File: config.mk
export PLATFORM = sky130hd
export DESIGN_NAME = fsrq_ram
export DESIGN_NICKNAME = d
export VERILOG_FILES = /design/src/rtl/core/fsrq_ram.sv
export SDC_FILE = /design/constraint.sdc
export NUM_CORES = 1
export LEC_CHECK = 0
export BUFFER_PORTS_ARGS = -buffer_cell sky130_fd_sc_hd__buf_2
export CAP_MARGIN = 20
export CORE_ASPECT_RATIO = 1.5
export CORE_UTILIZATION = 59
export DETAILED_ROUTE_END_ITERATION = 10
export GPL_TIMING_DRIVEN = 1
export PLACE_DENSITY_LB_ADDON = 0.2
export SLEW_MARGIN = 20
export SYNTH_ARGS = -nofsm -noshare
export SYNTH_HDL_FRONTEND = slang
export SYNTH_SLANG_ARGS = --single-unit
export TNS_END_PERCENT = 1
File: constraint.sdc
create_clock -name clk -period 2.3 [get_ports clk]
set_input_delay 0.575 -clock clk [delete_from_list [all_inputs] [get_ports clk]]
set_output_delay 0.575 -clock clk [all_outputs]
set_load 0.02 [all_outputs]
File: src/rtl/core/fsrq_ram.sv
`timescale 1ns / 1ps
module fsrq_ram #(
    parameter int WIDTH = 8,
    parameter int DEPTH = 16,
    localparam int AW = (DEPTH > 1) ? $clog2(DEPTH) : 1
) (
    input  logic             clk,
    input  logic             we,
    input  logic [AW-1:0]    waddr,
    input  logic [WIDTH-1:0] wdata,
    input  logic             re,
    input  logic [AW-1:0]    raddr,
    output logic [WIDTH-1:0] rdata
);

    logic [WIDTH-1:0] mem [DEPTH];

    always_ff @(posedge clk)
    begin
        if (we)
        begin
            mem[waddr] <= wdata;
        end
        if (re)
        begin
            rdata <= mem[raddr];
        end
    end

endmodule

# Word level (Yosys, flattened, before mapping)
# Memory sizes are Yosys's and may differ from the RTL's. A register that Yosys moved wholly into a read port is not among the register bits.
# Cells that the tools add are included.
# word_totals
register_bits	0
latch_bits	0
mem_bits_rw	128
mem_bits_ro	0
input_bits	19
word_cells	3
mem_count	1
# mem_list
name	depth	width	read_ports	rd_ports_with_merged_regs	wr	line_no	text
mem	16	8	1	1	1	16	logic [WIDTH-1:0] mem [DEPTH];
# classes
add_sub_neg	0
mul	0
div	0
magnitude_cmp	0
n_eq_ne	0
shifts	0
muxes	2
bitwise_logic	0
n_reduce_logical	0
# op_table
cell	n
$mux W1	2

# Logic depth before layout (Yosys ltp)
# depth
word_depth	2
ltp_mapped	5
ltp_nobuf	3

# Least setup slack after synthesis
# Ideal clock, no wire load.
# synth_timing
path_type	in2reg
from	input port waddr[2]
to	memory mem[0][0], enable pin
setup_ps	383
t_arrival_ps	1685
required_ps	1917
path_slack_ps	232
stages	2
path_buffers	0
path_cell_list	or3b_2 -> nor3_1
# synth_rtl
item	line_no	text
from (decl)	9	input logic [AW-1:0] waddr,
to (decl)	16	
# Straight into the memory's write port.

==> impl_metrics.tcl <==
set metrics [dict create \
    run_status "finished clean" \
    swShare 0.1918 \
    post-cts-setup-buffers 0 \
    peakVddDrop_mv 0.7117 \
    drt_pass1_iterations 4 \
    end_kind "register" \
    grt_overflow_total 0 \
    drtIter0Drc 92 \
    required_ns 2.46 \
    io_buffers 26 \
    max_cap_violations 0 \
    grt_pass1_wl_mm 14.19 \
    yosysUniqueCellTypes 18 \
    power_frac_comb 0.047 \
    finalHoldViolations 0 \
    rsz0062_at_grt "false" \
    vias_per_cell 5.946 \
    cts.path.max_buffers 2 \
    power.total_w 0.005525 \
    htreeDepth 4 \
    cp-start-kind "primary input" \
    skew_ns 0.004894 \
    die-area_um2 9249 \
    yosysTopAreaCellShare 0.7812 \
    wirelength_mm 9.165 \
    diodes 0 \
    ys_warn_count 0 \
    slew_headroom 0.7375 \
    syn_area_per_cell_um2 22.83 \
    cts_hold_buffers 0 \
    io_pins 27 \
    setup_viol 0 \
    ys_seq_area_frac 0.7812 \
    dpl.hpwl_mm 6.072 \
    layout_commonest_cell "edfxtp_1" \
    min_delay_path_depth 1 \
    hold_class "primary input to register" \
    cts.sinks 136 \
    place.gp.congestion 0.7440 \
    final_cell_mix "edfxtp_1 (136), buf_2 (26), buf_4 (22), mux4_2 (18), clkbuf_16 (17)" \
    die_w_um 78.86 \
    cp.arrival_ns 1.87 \
    num_rows 41 \
    cts_made_buffers 17 \
    cts-root-buf "clkbuf_16" \
    synthCells 229 \
    reg2reg_to "rdata[3]" \
    crit_fanout 32 \
    synth_area_leaders "edfxtp_1 (78%), mux4_2 (7.8%), mux4_1 (7.0%)" \
    drive_gt1_frac 0.3100 \
    min-delay-start "re" \
    finalCritPeriodShare 0.7430 \
    finalSetupTns_ns 0 \
    drc 0 \
    grt_pass1_vias 2579 \
    wl_per_cell_um 22.52 \
    die_h_um 117.3 \
    vias 2420 \
    power.share.clock 0.445 \
    cts.clk_slew.worst_paths_ns 0.05 \
    worst_pin_slew_ns 0.3937 \
    antenna_found_initial 0 \
    switchingPower_w 0.001060 \
    finalCriticalPeriod_ns 1.709 \
    ant_nets 0 \
    fmax_mhz 585.2 \
    fillerInstances 523 \
    fp.coreArea_um2 8516 \
    area_growth_pct 17.35 \
    seq_power_share 0.508 \
    synth_nets 248 \
    worstSkewPairLatency_ns 0.41 \
    r2r_slack_ns 0.83 \
    p_leak_nw 2.103 \
    grt_max_degree 33 \
    yosysTopAreaCell "edfxtp_1" \
    path_class "primary input to register" \
    nNetsFinal 306 \
    internal-power_w 0.004465 \
    syn_area_um2 5228 \
    ff2ff_path_depth 3 \
    grt_util_all_layers 0.2298 \
    start_util 0.6139 \
    synth_seq_cells 136 \
    rr_startpoint "mem[0][3]" \
    p_per_area_nw_per_um2 900.7 \
    slew_violations 0 \
    ctsResizeCount 0 \
    holdPathEnd "rdata[3]" \
    cts_tree "done" \
]
==> cell type report <==
type / count / area [µm²] / area share
Timing Repair Buffer: 49 / 315.3 / 0.05140
Sequential cell: 136 / 4084 / 0.6657
Clock inverter: 13 / 111.4 / 0.01815
Multi-Input combinational cell: 83 / 1057 / 0.1723
Clock buffer: 19 / 432.9 / 0.07057
Tap cell: 107 / 133.9 / 0.02182
==> power by group through the flow <==
stage,logic [W],registers (W),clock network [W]
5_1_grt,0.000285,0.00281,0.00260
4_1_cts,0.000265,0.00281,0.00250
6_report,0.000260,0.00281,0.00246
3_3_place_gp,0.000260,0.00285,0
2_1_floorplan,0.000141,0.00287,0
3_5_place_dp,0.000264,0.00286,0
==> critical path: stages <==
cell and delay (ns):
buf_2 0.10, buf_12 0.24, mux4_1 0.59, a22oi_1 0.26
nand2_1 0.08
==> layer usage <==
metal / share of wire / GRT usage
met5: 0 / 0
met4: 0.018 / 0.1164
met3: 0.043 / 0.06667
met2: 0.55 / 0.3838
met1: 0.39 / 0.2751
==> stage by stage <==
step	area [µm²]	cells	utilization	setup WS, ns	hold WS (ns)
floorplan	5228	229	-	0.2321	0.6739
finish	6135	407	0.7204	0.5912	0.5335
global route	6135	407	0.7204	0.4939	0.5211
global placement	5590	375	0.6565	0.1227	0.7206
CTS	6135	407	0.7204	0.5679	0.5154
detailed placement	5590	375	0.6565	0.1301	0.7345
==> registers in the layout (all words and copies together), names as in the netlist <==
register	flops
mem	128
rdata	8
==> how the worst max path moves through the flow <==
stage,from,endpoint,slack [ns],cells past startpoint
after floorplan,waddr[2],mem[0][0],0.23,2
after global placement,raddr[0],rdata[2],0.12,5
after detailed placement,raddr[0],rdata[2],0.13,5
after CTS,raddr[0],rdata[2],0.57,5
after global routing,raddr[0],rdata[2],0.49,5
final,raddr[0],rdata[3],0.59,5
==> cell families after synthesis <==
| logic type | share of synthesized area |
|---|---|
| buffers and inverters | 0.01651 |
| and+or+nand+nor | 0.03136 |
| AOI/OAI and AO/OA | 0.02298 |
| muxes | 0.1479 |
| DFF | 0.7812 |
==> Yosys cell counts <==
cell and count:
or3b_2 1, nand3b_1 2, nor2b_1 1, nand2_1 9, and2_1 1, clkdlybuf4s25_2 3
nand2b_1 2, mux4_1 14, buf_2 3, buf_6 3, nor2_1 13, and2b_1 1
edfxtp_1 136, mux4_2 18, buf_4 1, nor3_1 4, a22oi_1 16, nand3_1 1
(Power assumes the default switching activity.)
