[config.mk]
export PLATFORM = sky130hd
export DESIGN_NAME = fsrq_cfg
export DESIGN_NICKNAME = d
export VERILOG_FILES = /design/src/rtl/core/fsrq_pkg.sv /design/src/rtl/core/fsrq_cfg.sv
export SDC_FILE = /design/constraint.sdc
export NUM_CORES = 1
export LEC_CHECK = 0
export ABC_CLOCK_PERIOD_IN_PS = 1510
export BUFFER_PORTS_ARGS = -buffer_cell sky130_fd_sc_hd__buf_4
export CORE_ASPECT_RATIO = 0.8
export CORE_MARGIN = 4
export CORE_UTILIZATION = 27
export CTS_BUF_LIST = sky130_fd_sc_hd__clkbuf_4 sky130_fd_sc_hd__clkbuf_8
export DETAILED_ROUTE_END_ITERATION = 8
export SYNTH_ARGS = -nofsm -noshare
export SYNTH_HDL_FRONTEND = slang
export SYNTH_SLANG_ARGS = --single-unit
[constraint.sdc]
create_clock -name clk -period 1.51 [get_ports clk]
set_input_delay 0.151 -clock clk [delete_from_list [all_inputs] [get_ports clk]]
set_output_delay 0.151 -clock clk [all_outputs]
set_load 0.02 [all_outputs]
[src/rtl/core/fsrq_pkg.sv]
`timescale 1ns / 1ps
package fsrq_pkg;

    localparam int LEN_W = 9;

    localparam logic [1:0] OP_PUSH    = 2'd0;
    localparam logic [1:0] OP_READ    = 2'd1;
    localparam logic [1:0] OP_CONSUME = 2'd2;

    localparam logic [1:0] ST_OK       = 2'd0;
    localparam logic [1:0] ST_TOO_LONG = 2'd1;
    localparam logic [1:0] ST_FULL     = 2'd2;
    localparam logic [1:0] ST_EMPTY    = 2'd3;

    localparam logic REG_SLOTS_IN_USE  = 1'b0;
    localparam logic REG_MAX_FRAME_LEN = 1'b1;

    typedef struct packed {
        logic             accepted;
        logic [1:0]       status;
        logic             rd_ok;
        logic             empty;
        logic             fwd;
        logic [LEN_W-1:0] fwd_len;
        logic [3:0]       frames_held;
        logic [31:0]      drops;
    } stage_t;

endpackage

[src/rtl/core/fsrq_cfg.sv]
`timescale 1ns / 1ps
module fsrq_cfg
    import fsrq_pkg::*;
#(
    parameter int NUM_SLOTS = 16,
    parameter int SLOT_BYTES = 256,
    parameter int NW = 5
) (
    input  logic             clk,
    input  logic             rst_n,
    input  logic             psel,
    input  logic             penable,
    input  logic             pwrite,
    input  logic [2:0]       paddr,
    input  logic [31:0]      pwdata,
    output logic [31:0]      prdata,
    output logic             pready,
    output logic [NW-1:0]    eff_slots,
    output logic [LEN_W-1:0] eff_max
);

    localparam int LEN_CAP = (SLOT_BYTES > 511) ? 511 : SLOT_BYTES;

    logic [4:0]       slots_reg, slots_next;
    logic [LEN_W-1:0] max_len_reg, max_len_next;
    logic             wr_en;

    assign pready = 1'b1;
    assign wr_en  = psel && penable && pwrite;

    always_comb
    begin
        slots_next   = slots_reg;
        max_len_next = max_len_reg;
        if (wr_en)
        begin
            unique case (paddr[2])
                REG_SLOTS_IN_USE:  slots_next   = pwdata[4:0];
                REG_MAX_FRAME_LEN: max_len_next = pwdata[LEN_W-1:0];
                default: ;
            endcase
        end
    end

    always_ff @(posedge clk or negedge rst_n)
    begin
        if (!rst_n)
        begin
            slots_reg   <= 5'd16;
            max_len_reg <= 9'd256;
        end
        else
        begin
            slots_reg   <= slots_next;
            max_len_reg <= max_len_next;
        end
    end

    always_comb
    begin
        unique case (paddr[2])
            REG_SLOTS_IN_USE:  prdata = {27'd0, slots_reg};
            REG_MAX_FRAME_LEN: prdata = {23'd0, max_len_reg};
            default:           prdata = '0;
        endcase
    end

    always_comb
    begin
        if (32'(slots_reg) > 32'(NUM_SLOTS))
        begin
            eff_slots = NW'(NUM_SLOTS);
        end
        else if (slots_reg < 5'd2)
        begin
            eff_slots = NW'(2);
        end
        else
        begin
            eff_slots = NW'(slots_reg);
        end

        if (max_len_reg == '0)
        begin
            eff_max = LEN_W'(1);
        end
        else if (32'(max_len_reg) > 32'(LEN_CAP))
        begin
            eff_max = LEN_W'(LEN_CAP);
        end
        else
        begin
            eff_max = max_len_reg;
        end
    end

endmodule

# Word-level counts from Yosys, hierarchy flattened
# Index checks and enable logic that the tools add are counted.
[totals] ff_bits=14 latch_bits=0 ramBits=0 rom_bits=0 input_bits=40 out_inout_bits=47 elab_cells=16 mem_count=0
[op_classes] addsub=0 multipliers=0 div_mod_pow=0 n_lt_le_gt_ge=3 eq_ne=0 n_shift=0 mux=5 bitwise_logic=1 n_reduce_logical=5
[ops] operator="one-hot mux 32 bit (2 select lines)" n=1
[ops] operator="2-to-1 mux 9 bit" n=2
[ops] operator="2-to-1 mux 5 bit" n=2
[ops] operator="greater-than comparator 9 bit, second input constant" n=1
[ops] operator="logical NOT 9 bit" n=1
[ops] operator="greater-than comparator 5 bit, second input constant" n=1
[ops] operator="< comparator 5 x 2 -> 1 bit, second input constant" n=1
[ops] operator="AND reduction 2 bit" n=2
[ops] operator="logical AND 1 bit" n=2
[ops] operator="inverter 1 bit" n=1

# Logic depth before layout (Yosys ltp)
[depth] ltp_word=3 depth_mapped=3 depth_no_buf=2

# Least setup slack after synthesis
# OpenSTA, ideal clock, no wires.
[synth_timing] path_kind="flip-flop to output port" start="register max_len_reg[5]" end="output port eff_max[0]" arrival_time_ns=1.133 t_required_ns=1.359 path_slack_ns=0.226 stages_incl_launch_ff=3 path_cell_list="dfrtp_1 -> or4_1 -> o22ai_2"
[synth_via] elab_chain_len=3 word_cells_on_any_way=4 cone_classes="order compare (1); mux (2); reduce/logical (1)"
[synth_rtl] item="start, declared" line_no="fsrq_cfg.sv:25" source="logic [LEN_W-1:0] max_len_reg, max_len_next;"
[synth_rtl] item="start signal, assigned" line_no="fsrq_cfg.sv:55" source="max_len_reg <= max_len_next;"
[synth_rtl] item="greater-than comparator 9 bit" line_no="fsrq_cfg.sv:87" source="else if (32'(max_len_reg) > 32'(LEN_CAP))"
[synth_rtl] item="2-to-1 mux 9 bit" line_no="fsrq_cfg.sv:87"
[synth_rtl] item="2-to-1 mux 9 bit *" line_no="fsrq_cfg.sv:83" source="if (max_len_reg == '0)"
[synth_rtl] item="end, declared" line_no="fsrq_cfg.sv:19" source="output logic [LEN_W-1:0] eff_max"
# Mark *: on every way between the ends. The rest lies on a longest branch, timed or not.

# Worst setup path after layout
[layout_timing] start="register max_len_reg[3]" end="output port eff_max[0]"
# Same word-level chain as after synthesis.

==> flow_summary.yaml <==
status:
  outcome: "finished, violations left"
  violations: "setup timing"
finish:
  fin_cells: 165
  largest_reg_flops: 9
  final_layout_size_suffix_gt1_share_pct: 56.8
  fin_util_pct: 38.8
  syn2layout_area_growth_pct: 32.2
  antennaDiodeCount: 0
  final_nets: 166
yosys:
  synth_most_common_cell: "buf_4"
  synth_seq_area_share_pct: 37.1
  synth_edf_count: 0
  syn_area_um2: 952
  ys_top_cells_by_count: "buf_4, mux2_2, dfrtp_1"
  ys_warn_count: 0
  synth_area_leader_cell: "dfrtp_1"
  synthTopCellsByArea: "dfrtp_1, mux2_2, buf_4"
  avgSynthCellArea_um2: 11.1
  synth_flop_cell: "dfrtp_1"
  ys_seq_elements: 14
  ys_types: 18
  synth_top_area_share_pct: 31.5
  synth_cells: 86
  synthArstFlopShare_pct: 100
worst_setup_path:
  cp-start-kind: "flip-flop"
  arrival_ns: 1.44
  cp-startpoint: "max_len_reg[3]"
  critPathRequiredTime_ns: 1.36
  path_max_fanout: 4
  critical_path_class: "flip-flop to output port"
  critPathCaptureType: "output port"
  r2r_start: "max_len_reg[8]"
detailed_routing:
  highest_layer: "met4"
  vias: 673
  dr_wl_met2_um: 936
  routed_wl_mm: 2.16
  drtIter0Drc: 13
  wl_per_cell_um: 13.1
  ant_nets: 0
  drc: 0
  dr.pass1.iters: 2
  wl_met3_um: 289
  met1_length_um: 906
  viasPerCell: 4.08
place:
  dp_cells: 157
  gp_congestion: 0.700
  dpl.hpwl_mm: 1.67
  port_buffers: 37
floorplanning:
  core_area_um2: 3240
  die_area_um2: 4550
  start_util_pct: 29.4
  die_w_um: 74.4
  die_y_um: 61.1
  ios: 87
  row_count: 18
grt:
  grt_max_degree: 15
  grt_overflow: 0
  grt_usage_pct: 10.3
  antenna_found_initial: 0
  grt_pass1_wl_mm: 3.51
  grt_pass1_vias: 746
power:
  peakVddDrop_mv: 0.803
  clockPowerShare_pct: 21.6
  seq_power_share_pct: 33.9
  leakagePower_nw: 0.621
  internal_power_mw: 1.07
  swShare_pct: 36.3
  power_density_nw_per_um2: 1330
  p_switching_mw: 0.607
  comb_power_share_pct: 44.5
min_path:
  holdCritStartpoint: "pwdata[5]"
  hp-class: "primary input to flip-flop"
sta:
  hold_viol: 0
  period_needed_ns: 1.60
  setup_ws_ns: -0.0854
  finClkSkew_ns: 0
  setup_viol: 1
  holdWs_ns: 0.139
  fmaxAchievable_mhz: 627
  final.period_utilization_pct: 106
  final_max_slew_viol_count: 0
  rsz0062_at_grt: "yes"
  fin_tns_setup_ns: -0.0854
clocking:
  clk_latency_ns: 0.24
  cts_tree: "yes"
  numCtsBuffers: 3
  clock_path_buffers: 2
  cts_num_sinks: 14
  cts.clk_slew.worst_paths_ns: 0.06
  cts_root_buf: "clkbuf_8"
  htree_levels: 1
flow_run:
  max-cap-violations: 0
[metal layers]
layer	vias up	GRT usage (%)
met4	0	2.79
met3	4	4.89
met5	-	0
li1	316	-
met2	52	15.8
met1	301	13.1
[cells by family after synthesis]
group / synth area share [%]
AOI/OAI and AO/OA: 2.37
buffers and inverters: 21.7
DFF: 37.1
muxes: 22.5
other: 0.789
and+or+nand+nor: 15.6
[final timing paths]
path                             endpoint  slack (ns)  cells after the start
min reg2reg                max_len_reg[6]        0.54                      1
max in group asynchronous    slots_reg[4]        0.98                      2
min                        max_len_reg[5]        0.14                      2
min in group asynchronous  max_len_reg[2]        0.29                      2
max reg2reg                max_len_reg[8]        0.59                      1
max                            eff_max[0]       -0.09                      3
[metrics by stage]
stage	setup slack [ns]	area [µm²]	total power [mW]
final	-0.0854	1260	1.67
after global routing	-0.133	1260	1.79
after CTS	-0.127	1240	1.68
after detailed placement	0.136	1160	1.28
after global placement	0.140	1160	1.27
after floorplan	0.226	1030	1.03
[critical path: stages (launching register included)]
cell,delay [ns]
dfrtp_1,0.40
or4_4,0.53
o22ai_2,0.12
buf_6,0.14
[layout by cell type (no fill, tap or decap)]
| cell | n |
|---|---|
| nor3_1 | 1 |
| nor2b_1 | 9 |
| o21ba_2 | 1 |
| nand4_4 | 1 |
| dfrtp_1 | 12 |
| nand4b_2 | 1 |
| buf_4 | 39 |
| inv_1 | 1 |
| o22ai_2 | 1 |
| or4_4 | 2 |
| buf_6 | 1 |
| clkbuf_8 | 4 |
| nor3b_1 | 1 |
| nor2_1 | 1 |
| dfstp_2 | 2 |
| dlygate4sd3_1 | 1 |
| conb_1 | 24 |
| mux2_2 | 19 |
| and2_1 | 4 |
[power by group through the flow]
| stage | logic, mW | clock network, mW | registers [mW] |
|---|---|---|---|
| floorplan | 0.508 | 0 | 0.524 |
| global placement | 0.699 | 0 | 0.569 |
| detailed placement | 0.705 | 0 | 0.575 |
| CTS | 0.731 | 0.378 | 0.567 |
| global route | 0.808 | 0.402 | 0.583 |
| finish | 0.744 | 0.362 | 0.567 |
[area by class of cell]
class | instances | area (µm²)
tap | 40 | 50.0
fill | 328 | 1980
multi-input combinational | 65 | 483
timing repair buffer | 41 | 314
inverter | 1 | 3.75
clock buffer | 4 | 55.1
sequential | 14 | 353
[timing repair]
item,4_1_cts,5_1_grt
pin swaps,1,1
resized for setup,2,1
hold buffers,1,0
hold endpoints to repair,14,0
buffers inserted,1,2
endpoints found under the setup margin,1,1
Power figures use the tool's default switching activity.
