<file path="src/rtl/core/fsrq_pkg.sv">
`timescale 1ns / 1ps
package fsrq_pkg;

    localparam int LEN_W = 9;

    localparam logic [1:0] OP_PUSH    = 2'd0;
    localparam logic [1:0] OP_READ    = 2'd1;
    localparam logic [1:0] OP_CONSUME = 2'd2;

    localparam logic [1:0] ST_OK       = 2'd0;
    localparam logic [1:0] ST_TOO_LONG = 2'd1;
    localparam logic [1:0] ST_FULL     = 2'd2;
    localparam logic [1:0] ST_EMPTY    = 2'd3;

    localparam logic REG_SLOTS_IN_USE  = 1'b0;
    localparam logic REG_MAX_FRAME_LEN = 1'b1;

    typedef struct packed {
        logic             accepted;
        logic [1:0]       status;
        logic             rd_ok;
        logic             empty;
        logic             fwd;
        logic [LEN_W-1:0] fwd_len;
        logic [3:0]       frames_held;
        logic [31:0]      drops;
    } stage_t;

endpackage

</file>
<file path="src/rtl/core/fsrq_ctrl.sv">
`timescale 1ns / 1ps
module fsrq_ctrl
    import fsrq_pkg::*;
#(
    parameter int SLOT_BYTES = 256,
    parameter int SW = 4,
    parameter int BW = 8,
    parameter int NW = 5
) (
    input  logic             clk,
    input  logic             rst_n,
    input  logic             in_fire,
    input  logic [1:0]       opcode,
    input  logic [7:0]       data_byte,
    input  logic             last_byte,
    input  logic [7:0]       read_offset,
    input  logic [NW-1:0]    eff_slots,
    input  logic [LEN_W-1:0] eff_max,
    output logic             fram_we,
    output logic [SW+BW-1:0] fram_waddr,
    output logic [7:0]       fram_wdata,
    output logic             fram_re,
    output logic [SW+BW-1:0] fram_raddr,
    output logic             len_we,
    output logic [SW-1:0]    len_waddr,
    output logic [LEN_W-1:0] len_wdata,
    output logic             len_re,
    output logic [SW-1:0]    len_raddr,
    output stage_t           info
);

    logic [SW-1:0]    write_slot_reg, write_slot_next;
    logic [SW-1:0]    read_slot_reg, read_slot_next;
    logic [SW-1:0]    count_reg, count_next;
    logic [LEN_W-1:0] fill_reg, fill_next;
    logic             too_long_reg, too_long_next;
    logic [31:0]      drops_reg, drops_next;
    logic             store_ok;
    logic             full;

    function automatic logic [SW-1:0] step_slot(input logic [SW-1:0] idx,
                                                input logic [NW-1:0] n);
        logic [NW-1:0] inc;
        inc = NW'(idx) + NW'(1);
        return (inc >= n) ? '0 : SW'(inc);
    endfunction

    assign store_ok = !too_long_reg && (fill_reg < eff_max);
    assign full     = (NW'(count_reg) + NW'(1)) >= eff_slots;

    always_comb
    begin
        write_slot_next = write_slot_reg;
        read_slot_next  = read_slot_reg;
        count_next      = count_reg;
        fill_next       = fill_reg;
        too_long_next   = too_long_reg;
        drops_next      = drops_reg;
        fram_we         = 1'b0;
        fram_waddr      = {write_slot_reg, BW'(fill_reg)};
        fram_wdata      = data_byte;
        fram_re         = 1'b0;
        fram_raddr      = {read_slot_reg, BW'(read_offset)};
        len_we          = 1'b0;
        len_waddr       = write_slot_reg;
        len_wdata       = fill_reg + LEN_W'(1);
        info.accepted   = 1'b0;
        info.status     = ST_OK;
        info.rd_ok      = 1'b0;

        if (in_fire)
        begin
            unique case (opcode)
                OP_PUSH:
                begin
                    if (store_ok)
                    begin
                        fram_we   = 1'b1;
                        fill_next = fill_reg + LEN_W'(1);
                    end
                    else
                    begin
                        too_long_next = 1'b1;
                    end
                    if (last_byte)
                    begin
                        if (!store_ok)
                        begin
                            info.status = ST_TOO_LONG;
                        end
                        else if (full)
                        begin
                            drops_next  = drops_reg + 32'd1;
                            info.status = ST_FULL;
                        end
                        else
                        begin
                            len_we          = 1'b1;
                            write_slot_next = step_slot(write_slot_reg, eff_slots);
                            count_next      = count_reg + SW'(1);
                            info.accepted   = 1'b1;
                        end
                        fill_next     = '0;
                        too_long_next = 1'b0;
                    end
                end
                OP_READ:
                begin
                    if (count_reg == '0)
                    begin
                        info.status = ST_EMPTY;
                    end
                    else
                    begin
                        fram_re       = 1'b1;
                        info.rd_ok    = 32'(read_offset) < 32'(SLOT_BYTES);
                        info.accepted = 1'b1;
                    end
                end
                OP_CONSUME:
                begin
                    if (count_reg == '0)
                    begin
                        info.status = ST_EMPTY;
                    end
                    else
                    begin
                        read_slot_next = step_slot(read_slot_reg, eff_slots);
                        count_next     = count_reg - SW'(1);
                        info.accepted  = 1'b1;
                    end
                end
                default: ;
            endcase
        end

        len_re           = in_fire;
        len_raddr        = read_slot_next;
        info.empty       = (count_next == '0);
        info.fwd         = len_we && (write_slot_reg == read_slot_next);
        info.fwd_len     = len_wdata;
        info.frames_held = 4'(count_next);
        info.drops       = drops_next;
    end

    always_ff @(posedge clk or negedge rst_n)
    begin
        if (!rst_n)
        begin
            write_slot_reg <= '0;
            read_slot_reg  <= '0;
            count_reg      <= '0;
            fill_reg       <= '0;
            too_long_reg   <= 1'b0;
            drops_reg      <= '0;
        end
        else
        begin
            write_slot_reg <= write_slot_next;
            read_slot_reg  <= read_slot_next;
            count_reg      <= count_next;
            fill_reg       <= fill_next;
            too_long_reg   <= too_long_next;
            drops_reg      <= drops_next;
        end
    end

endmodule

</file>
<file path="config.mk">
export PLATFORM = sky130hd
export DESIGN_NAME = fsrq_ctrl
export DESIGN_NICKNAME = d
export VERILOG_FILES = /design/src/rtl/core/fsrq_pkg.sv /design/src/rtl/core/fsrq_ctrl.sv
export SDC_FILE = /design/constraint.sdc
export NUM_CORES = 1
export LEC_CHECK = 0
export BUFFER_PORTS_ARGS = -buffer_cell sky130_fd_sc_hd__buf_4
export CAP_MARGIN = 10
export CELL_PAD_IN_SITES_DETAIL_PLACEMENT = 2
export CELL_PAD_IN_SITES_GLOBAL_PLACEMENT = 2
export CORE_AREA = 2 2 118 120
export CTS_CLUSTER_DIAMETER = 150
export DETAILED_ROUTE_END_ITERATION = 10
export DIE_AREA = 0 0 120 122
export PLACE_DENSITY = 0.79
export SKIP_LAST_GASP = 1
export SLEW_MARGIN = 5
export SYNTH_ARGS = -nofsm -noshare
export SYNTH_HDL_FRONTEND = slang
export SYNTH_SLANG_ARGS = --single-unit
</file>
<file path="constraint.sdc">
create_clock -name clk -period 4.4 [get_ports clk]
set_input_delay 0.88 -clock clk [delete_from_list [all_inputs] [get_ports clk]]
set_output_delay 0.88 -clock clk [all_outputs]
set_load 0.05 [all_outputs]
</file>
* Yosys cells after proc, flatten, opt, wreduce, memory -nomap -nowiden
Cells that the tools add are included.
** Storage, ports and cells
- Input port bits :: 36
- Bits in registers :: 54
- Output and inout port bits :: 104
** Operators by class
- Bitwise operators :: 1
- Magnitude comparators :: 4
- Equality and inequality tests :: 4
- Reduce and logical (&&, ||, !) cells :: 11
- Add/subtract/negate cells :: 7
- Mux-type cells :: 37
** Operator list (count)
- $mux 32 :: 5
- $mux 4 :: 11
- $add 32x1->32 const B :: 1
- $mux 9 :: 2
- $add 4x1->5 const B :: 3
- $ge 5x5->1 :: 3
- $mux 1 :: 13
- $add 9x1->9 const B :: 1
- $lt 9x9->1 :: 1
- $logic_not 4->1 :: 2
- $pmux 4 s2 :: 1
- $mux 2 :: 3
- $pmux 3 s2 :: 1
- $reduce_and 3->1 :: 2
- $reduce_and 5->1 :: 1
- $add 4x1->4 const B :: 1
- $eq 4x4->1 :: 1
- $sub 4x1->4 const B :: 1
- $mux 3 :: 1
- $eq 2x1->1 const B :: 1
- $eq 2x2->1 const B :: 1
- $logic_and 1x1->1 :: 2
- $logic_not 2->1 :: 1
- $ne 2x2->1 const B :: 1
- other kinds (4) :: 4

* Longest topological paths before layout
Gate-level depths: netlist of the first run.
- Word-level depth :: 8
- Gate-level depth with buffers :: 11
- Depth with buffers taken out :: 11

* Least setup slack after synthesis of the first run
No wires, ideal clock.
- Path type :: register to output
- Start point :: register read_slot_reg[0]
- End point :: output port info[45] (netlist name)
- Setup slack :: -1.353 ns
- Stages on the path, launching flop included :: 11
- Data arrival time :: 4.873 ns
- Buffers on the path :: 0
- Cell sequence :: dfrtp_1 > ha_1 > xor2_1 > ha_1 > a21o_1 > a31oi_1 > o21a_1 > nand2_1 > o21ai_0 > xor2_1 > nor4_1
** RTL lines
- start, declared :: RTL line fsrq_ctrl.sv:33 : logic [SW-1:0] read_slot_reg, read_slot_next;
- start signal, assigned :: RTL line fsrq_ctrl.sv:160 : read_slot_reg <= read_slot_next;
- end, declared :: RTL line fsrq_ctrl.sv:29 : output stage_t info

==> results.yml, run 1 <==
drt:
  drtIter0Drc: 84
  post_drt_wl_per_cell_um: 17.8
  vias: 3312
  final_antenna_net_count: 0
  totalWireLength_um: 11900
  first_pass_iters: 4
  drt_drc_violations_left: 0
  drt-vias-per-instance: 4.97
floorplan:
  ioPinCount: 140
  num_rows: 43
  floorplan.die_area_um2: 14600
  core_area_um2: 13500
  die_w_um: 120
  initial_core_util_pct: 28.0
  die_h_um: 122
final_layout:
  final_cells: 667
  largest_reg_flops: 32
  final_area_um2: 5060
  multi_input_area_um2: 2300
  synthToLayoutAreaGrowth_pct: 33.6
  final.fill_count: 1466
  regArea_um2: 1350
  antenna_cells: 0
  drive_above_1_share_pct: 36.3
  nNetsFinal: 556
critical_path:
  end_kind: "output pin"
  worstPathCellList: "buf_4 -> inv_4 -> ha_4 -> a211oi_2 -> nor2_2 -> or4_4 -> nor4_4 -> buf_4 -> nand4_4 -> nor3_4 -> xor2_2 -> buf_4"
  crit_buf_inv: 4
  path_class: "primary input to output pin"
  critPathSlowestCell: "or4_4"
  startpoint_type: "primary input"
  crit_family: "simple AND/OR/NAND/NOR gates"
  crit_required_ps: 3520
  crit_top_cell: "buf_4"
  crit_fanout: 5
  worstPathArrival_ps: 3410
  slowest_delay_ps: 540
clocking:
  cts_tree: "yes"
  numClockSinks: 54
  cts_buffer_depth: 2
  clock_latency_ps: 300
  clockRootBuffer: "clkbuf_16"
  clk_pin_slew_worst_paths_ps: 70
  hold_buffers: 0
  cts_buffers: 5
  htreeDepth: 2
synthesis:
  netlist_area_um2: 3780
  yosys_register_bits: 54
  netlist_instances: 402
  synth-xor-area-share_pct: 10.9
  avgSynthCellArea_um2: 9.42
  synth_flop_cell: "dfrtp_1"
  synth_compound_area_share_pct: 10.9
  muxShareOfSynthArea_pct: 0
  synth_top_family_by_area: "simple AND/OR/NAND/NOR gates"
  synthAdderAreaFrac_pct: 10.9
  ys_warn_count: 0
  synth-simple-area-share_pct: 20.5
  seq_area_frac_synth_pct: 35.7
  synth_nets: 471
  synthArstFlopShare_pct: 100
  synth_edf_count: 0
  ys_types: 44
sta:
  final_max_slew_viol_count: 0
  fin_crit_sh_pct: 97.5
  rsz0062_at_grt: "true"
  worst_slack_ps: 112
  period_needed_ps: 4290
  worst_pin_slew_ps: 743
  fmax_ghz: 0.233
  fin_skew_ps: 4.76
  whs_ps: 480
  slew_headroom_pct: 50.4
  hold_violations: 0
  setup_viol: 0
worst_hold_path:
  hp-class: "register to register"
place:
  port_buffers: 107
  dp_cells: 655
  placed_cell_area_um2: 4780
  dp_slack_ps: 17.9
  place.gp.congestion: 0.812
  hpwlAfterDp_um: 9310
global_routing:
  grt_max_degree: 55
  grt_antenna_before_repair: 0
  grt_usage_pct: 16.4
  overflow: 0
  grt_pass1_wl_um: 19000
  grt_pass1_vias: 3636
pwr:
  max-vdd-ir-drop_v: 0.000421
  powerDensity_nw_per_um2: 453
  p_leak_nw: 2.64
flow_run:
  cap_viol_max_count: 0
status:
  outcome: "completed"
==> timing repair <==
item | CTS | global route
cloned | 0 | 1
gates resized for setup | 1 | 19
buffers inserted | 0 | 4
pin swaps | 0 | 13
setup endpoints to repair | 3 | 25
==> report_power, final <==
part / total [W] / leakage, nW / internal [W] / switching [W]
registers: 0.000662 / 0.733 / 0.000551 / 0.000110
logic: 0.00123 / 1.85 / 0.000408 / 0.000820
clock network: 0.000398 / 0.0619 / 0.000208 / 0.000190
==> placed cells by master (no fill, tap or decap), types with 3 or more instances in the layout <==
master     Yosys  layout
nand3_1       22      22
xor2_2         0       8
nor3_4         0       5
o21ai_2        0       3
a41oi_1        3       3
o21ai_0       17      13
xor2_1        20      12
xnor2_2        0       9
nor3_1         6       6
a32o_1         6       6
clkbuf_16      0       5
and2_1         3       3
nand4_1       14      14
o2bb2ai_2      0       4
a21oi_1       10       9
dfrtp_1       54      53
nand2_1       30      30
nor2_1        14      13
buf_4         39     117
buf_6          0       4
nand2b_1       8       8
xnor2_1       27      18
nor4_4         2       4
ha_1          33      31
inv_1         27      26
a21o_1         7       6
and3_1        19      19
==> synthesized netlist by cell type (5+ instances only) <==
library cell	instances	area share (%)
and3_1	19	3.1
nor3_2	5	1.3
buf_4	39	7.7
ha_1	33	11
nand2_1	30	3.0
dfrtp_1	54	36
xnor2_1	27	6.2
o21ai_0	17	2.2
nand2b_1	8	1.3
xor2_1	20	4.6
a21oi_1	10	1.3
nor3_1	6	0.79
nor2_1	14	1.4
nand4_1	14	2.3
a32o_1	6	1.6
nand3_1	22	2.9
inv_1	27	2.7
a21o_1	7	1.4
==> through the flow <==
step / power, W / util (%) / TNS (ps)
after floorplan: 0.00157 / - / 0
after global placement: 0.00183 / 35.4 / 0
after detailed placement: 0.00189 / 35.4 / 0
after CTS: 0.00231 / 36.4 / 0
after global routing: 0.00243 / 37.4 / -76.1
final: 0.00229 / 37.4 / 0
==> logic make-up (layout without fill, tap and decap cells) <==
logic type / count (synthesis) / count (layout)
adders and majority gates: 33 / 33
xor gates and xnor gates: 47 / 47
AOI/OAI and AO/OA: 61 / 61
DFF: 54 / 54
buffers and inverters: 72 / 156
and+or+nand+nor: 135 / 136
==> cell type report <==
type                            count  area share (%)
Inverter                           28            2.18
Timing Repair Buffer              121            18.3
Sequential cell                    54            26.8
Clock inverter                      2           0.297
Multi-Input combinational cell    277            45.6
Clock buffer                        5            2.47
Tap cell                          180            4.45
==> per-layer routing <==
layer	part of all wire, %	up-vias	track usage [%]	routed length [um]
met5	0	-	0	0
met4	1.7	0	5.22	199
met3	4.5	16	3.46	539
met2	51	91	28.9	6080
met1	43	1657	20.0	5050
li1	-	1548	-	-
==> path summary, 6_finish.rpt <==
check                                   startpoint                 endpoint  slack, ps  depth (start not counted)
hold / removal             drops_reg[31]$_DFF_PN0_  drops_reg[31]$_DFF_PN0_        480                          1
setup reg to reg            count_reg[0]$_DFF_PN0_  drops_reg[24]$_DFF_PN0_       1470                         12
max in group asynchronous                    rst_n   count_reg[0]$_DFF_PN0_       3220                          1
min in group asynchronous                    rst_n   drops_reg[5]$_DFF_PN0_        640                          1
hold reg to reg            drops_reg[31]$_DFF_PN0_  drops_reg[31]$_DFF_PN0_        480                          1
setup / recovery                        eff_max[6]                 info[28]        110                         12
No activity file was read; power rests on OpenSTA's default activity.
==> run 2, diff against run 1 <==
Settings changed: MAX_ROUTING_LAYER from default to met4, SLEW_MARGIN 5 to 30.
==> run 2 against run 1 <==
First-iteration DRC count increased by 6.0%. Maximum frequency about the same. Sequential share of layout area unchanged. Final cell count unchanged. Global-route usage increased by 0.50 points. Wire length increased by 0.15%. Setup slack improved by 3.7 ps. Critical path type unchanged. Critical endpoint unchanged.
==> results.yml, run 2 (synthesized netlist as in run 1, its figures left out) <==
floorplan:
  die_h_um: 122
  floorplan.die_area_um2: 14600
  initial_core_util_pct: 28.0
  die_w_um: 120
  num_rows: 43
  core_area_um2: 13500
  ioPinCount: 140
critical_path:
  path_class: "primary input to output pin"
  end_kind: "output pin"
  r2r_cells: 12
  worstPathArrival_ps: 3400
  crit_fanout: 5
  crit_required_ps: 3520
  rr_startpoint: "count_reg[0]$_DFF_PN0_"
  r2r-end: "drops_reg[24]$_DFF_PN0_"
  startpoint_type: "primary input"
  rrSetupSlack_ps: 1480
final_layout:
  antenna_cells: 0
  multi_input_area_um2: 2300
  layout_common_cells: "buf_4 (117), dfrtp_1 (53), ha_1 (31), nand2_1 (30), inv_1 (26)"
  regArea_um2: 1350
  final_common_cell: "buf_4"
  drive_above_1_share_pct: 36.3
  final_core_util_pct: 37.4
  largest_reg_flops: 32
  final.fill_count: 1466
  synthToLayoutAreaGrowth_pct: 33.6
  nNetsFinal: 556
sta:
  final_max_slew_viol_count: 0
  slew_headroom_pct: 50.1
  period_needed_ps: 4280
  fin_tns_setup_ps: 0
  setup_viol: 0
  fmax_ghz: 0.233
  worst_pin_slew_ps: 748
  fin_skew_ps: 4.17
  hold_violations: 0
  fin_crit_sh_pct: 97.4
  rsz0062_at_grt: "true"
place:
  place.gp.congestion: 0.824
  hpwlAfterDp_um: 9310
  port_buffers: 107
worst_hold_path:
  worstHoldPathCells: 1
  worstHoldStart: "drops_reg[31]$_DFF_PN0_"
  min_to: "drops_reg[31]$_DFF_PN0_"
  hp-class: "register to register"
global_routing:
  overflow: 0
  grt_pass1_vias: 3625
  grt_usage_pct: 16.9
  grt_pass1_wl_um: 19100
  grt_max_degree: 55
  grt_antenna_before_repair: 0
pwr:
  powerDensity_nw_per_um2: 452
  p_leak_nw: 2.64
  max-vdd-ir-drop_v: 0.000420
  p_total_w: 0.00229
flow_run:
  cap_viol_max_count: 0
clocking:
  htreeDepth: 2
  cts_buffer_depth: 2
  cts_buffers: 5
  numClockSinks: 54
  clk_pin_slew_worst_paths_ps: 70
  cts_tree: "yes"
  clockRootBuffer: "clkbuf_16"
  clock_latency_ps: 300
drt:
  vias: 3304
  post_drt_wl_per_cell_um: 17.8
  final_antenna_net_count: 0
  drtIter0Drc: 89
  totalWireLength_um: 11900
  first_pass_iters: 4
  drt_drc_violations_left: 0
  drt-vias-per-instance: 4.95
status:
  outcome: "completed"
==> run 2: cell counts in the layout (fill, tap and decap cells not counted) <==
Identical to the previous run, type by type.
==> run 2: stage by stage <==
step | cell area [um^2] | instances | setup WS, ps | hold slack (ps)
after CTS | 4920 | 662 | 12.5 | 486
after floorplan | 3990 | 402 | 2.93 | 505
final | 5060 | 667 | 115 | 480
after detailed placement | 4780 | 655 | 17.9 | 468
after global routing | 5060 | 667 | -27.6 | 528
after global placement | 4780 | 655 | 89.4 | 464
==> run 2: repair_timing <==
action,in CTS,in global routing
setup endpoints to repair,3,25
pin swaps,0,13
gates resized for setup,1,19
buffers inserted,0,4
hold buffers,0,0
cloned,0,1
==> run 2: how the worst max path moves through the flow <==
stage	from	end	slack [ps]
global placement	eff_max[6]	info[24]	90
global route	count_reg[0]$_DFF_PN0_	info[24]	-30
finish	eff_max[6]	info[28]	120
CTS	eff_max[6]	info[26]	10
floorplan	eff_max[6]	info[46]	3
detailed placement	eff_max[6]	info[30]	20
==> run 2: where the power goes <==
part / total [W] / switching, W / internal, W
logic: 0.00123 / 0.000820 / 0.000407
registers: 0.000661 / 0.000110 / 0.000551
clock network: 0.000399 / 0.000190 / 0.000208
==> run 2: critical path, cell delays in order <==
cell and delay, ps:
buf_4 120, inv_4 50, ha_4 190, a211oi_2 200, nor2_2 80, or4_4 540, nor4_4 280, buf_4 180
nand4_4 220, nor3_4 270, xor2_2 180, buf_4 220
==> run 2: per-layer routing <==
metal  GRT usage, %  up-vias  share of wire [%]
li1               -     1550                  -
met1           20.2     1648                 43
met2           28.9       90                 51
met3           3.14       16                4.2
met4           5.22        0                1.7
met5              -        -                  0
==> run 2: final cells by class <==
class                   instances  area share (%)
multi-input cells             277            45.6
repair buffers                121            18.3
well taps                     180            4.45
inverters                      28            2.18
clock buffers                   5            2.47
clock inverters                 2           0.297
flip-flops and latches         54            26.8
==> run 3, diff against run 2 <==
Settings changed: BUFFER_PORTS_ARGS -buffer_cell sky130_fd_sc_hd__buf_4 to default, CORE_AREA 2 2 118 120 to 2 2 105 107, DIE_AREA 0 0 120 122 to 0 0 107 109, DONT_BUFFER_PORTS from default to 1, PLACE_DENSITY 0.79 to 0.78.
==> run 3 against run 2 <==
Worst hold slack worse by 240 ps. Sequential power grew 3%. Clock skew up 10 ps. Critical path depth grew 1. Die area shrank 20%. Final cell count shrank 12%.
==> results.yml, run 3 (synthesized netlist as in run 1, its figures left out) <==
clocking:
  clock_latency_ps: 320
  cts_buffer_depth: 2
  cts_buffers: 5
  htreeDepth: 2
  clockRootBuffer: "clkbuf_8"
  numClockSinks: 54
  cts_tree: "yes"
  clk_pin_slew_worst_paths_ps: 120
floorplan:
  floorplan.die_area_um2: 11700
  num_rows: 38
  core_area_um2: 10600
  die_w_um: 107
  die_h_um: 109
  initial_core_util_pct: 35.7
  ioPinCount: 140
final_layout:
  layout_common_cells: "buf_4 (66), dfrtp_1 (51), ha_1 (33), nand2_1 (30), inv_1 (27)"
  largest_reg_flops: 32
  nNetsFinal: 512
  regArea_um2: 1360
  final.fill_count: 1110
  final_common_cell: "buf_4"
  antenna_cells: 0
  final_cells: 584
  multi_input_area_um2: 2310
  synthToLayoutAreaGrowth_pct: 26.4
  drive_above_1_share_pct: 30.9
critical_path:
  critPathSlowestCell: "dfrtp_2"
  startpoint_type: "register"
  path_class: "register to output pin"
  crit_required_ps: 3520
  r2r-end: "drops_reg[6]$_DFF_PN0_"
  crit_buf_inv: 3
  worstPathArrival_ps: 3410
  r2r_cells: 13
  rr_startpoint: "count_reg[0]$_DFF_PN0_"
  crit_family: "compound AO/OA/AOI/OAI gates"
  slowest_delay_ps: 480
  rrSetupSlack_ps: 1340
  crit_top_cell: "ha_1"
  crit_fanout: 8
  end_kind: "output pin"
  worstPathCellList: "ha_1 -> xor2_1 -> ha_1 -> a21o_1 -> a31oi_1 -> o21a_2 -> nand4_1 -> inv_4 -> buf_4 -> o22ai_1 -> o2bb2ai_2 -> nor4_4 -> buf_12"
  crit_start: "count_reg[0]$_DFF_PN0_"
worst_hold_path:
  hp-class: "primary input to async pin"
sta:
  worst_pin_slew_ps: 967
  fin_crit_sh_pct: 97.5
  hold_violations: 0
  fin_skew_ps: 14.1
  slew_headroom_pct: 35.7
  final_max_slew_viol_count: 0
  period_needed_ps: 4290
  fmax_ghz: 0.233
  worst_slack_ps: 111
  setup_viol: 0
  fin_tns_setup_ps: 0
  rsz0062_at_grt: "true"
place:
  hpwlAfterDp_um: 9260
  dp_cells: 570
  dp_slack_ps: 80.8
  port_buffers: 0
  place.gp.congestion: 0.834
status:
  outcome: "completed"
global_routing:
  overflow: 0
  grt_usage_pct: 21.8
  grt_max_degree: 55
  grt_antenna_before_repair: 0
  grt_pass1_wl_um: 19200
  grt_pass1_vias: 3586
drt:
  drt_drc_violations_left: 0
  final_antenna_net_count: 0
  totalWireLength_um: 12000
  post_drt_wl_per_cell_um: 20.5
  first_pass_iters: 6
  vias: 3157
  drt-vias-per-instance: 5.41
  drtIter0Drc: 46
pwr:
  p_leak_nw: 2.44
  p_total_w: 0.00218
  powerDensity_nw_per_um2: 455
  max-vdd-ir-drop_v: 0.000419
flow_run:
  cap_viol_max_count: 0
-- run 3: where the power goes --
| part | switching, W | internal [W] | total (W) |
|---|---|---|---|
| combinational | 0.000771 | 0.000361 | 0.00113 |
| clock | 0.000180 | 0.000188 | 0.000368 |
| sequential | 0.000128 | 0.000552 | 0.000679 |
-- run 3: worst max-delay path by stage --
stage | end | cells past startpoint
after floorplan | info[46] | 10
after global placement | info[6] | 11
after detailed placement | info[26] | 10
after CTS | info[25] | 12
after global routing | info[46] | 13
final | info[46] | 13
-- run 3: layout make-up --
| cell class | instances | area share (%) |
|---|---|---|
| Sequential cell | 54 | 28.3 |
| Tap cell | 140 | 3.66 |
| Multi-Input combinational cell | 277 | 48.3 |
| Clock inverter | 2 | 0.810 |
| Clock buffer | 6 | 1.73 |
| Timing Repair Buffer | 77 | 15.0 |
| Inverter | 28 | 2.25 |
-- run 3: routing by layer --
metal	global-route usage [%]	up-vias	share of wire, %
li1	-	1446	-
met1	23.9	1621	40
met2	39.8	81	54
met3	5.74	9	5.4
met4	4.64	0	0.92
met5	-	-	0
-- run 3: through the flow --
step / util (%) / hold WS (ps) / cell area, um^2
5_1_grt: 45.1 / 213 / 4790
3_5_place_dp: 43.2 / 490 / 4590
3_3_place_gp: 43.2 / 462 / 4580
6_report: 45.1 / 236 / 4790
4_1_cts: 44.5 / 227 / 4720
2_1_floorplan: - / 505 / 3990
-- run 3: what timing repair did --
action                     in CTS  in global routing
hold buffers                    0                  0
gates resized for setup         3                  4
setup endpoints to repair       7                 18
gates cloned                    0                  1
buffers inserted                0                  5
pin swaps                       0                  5
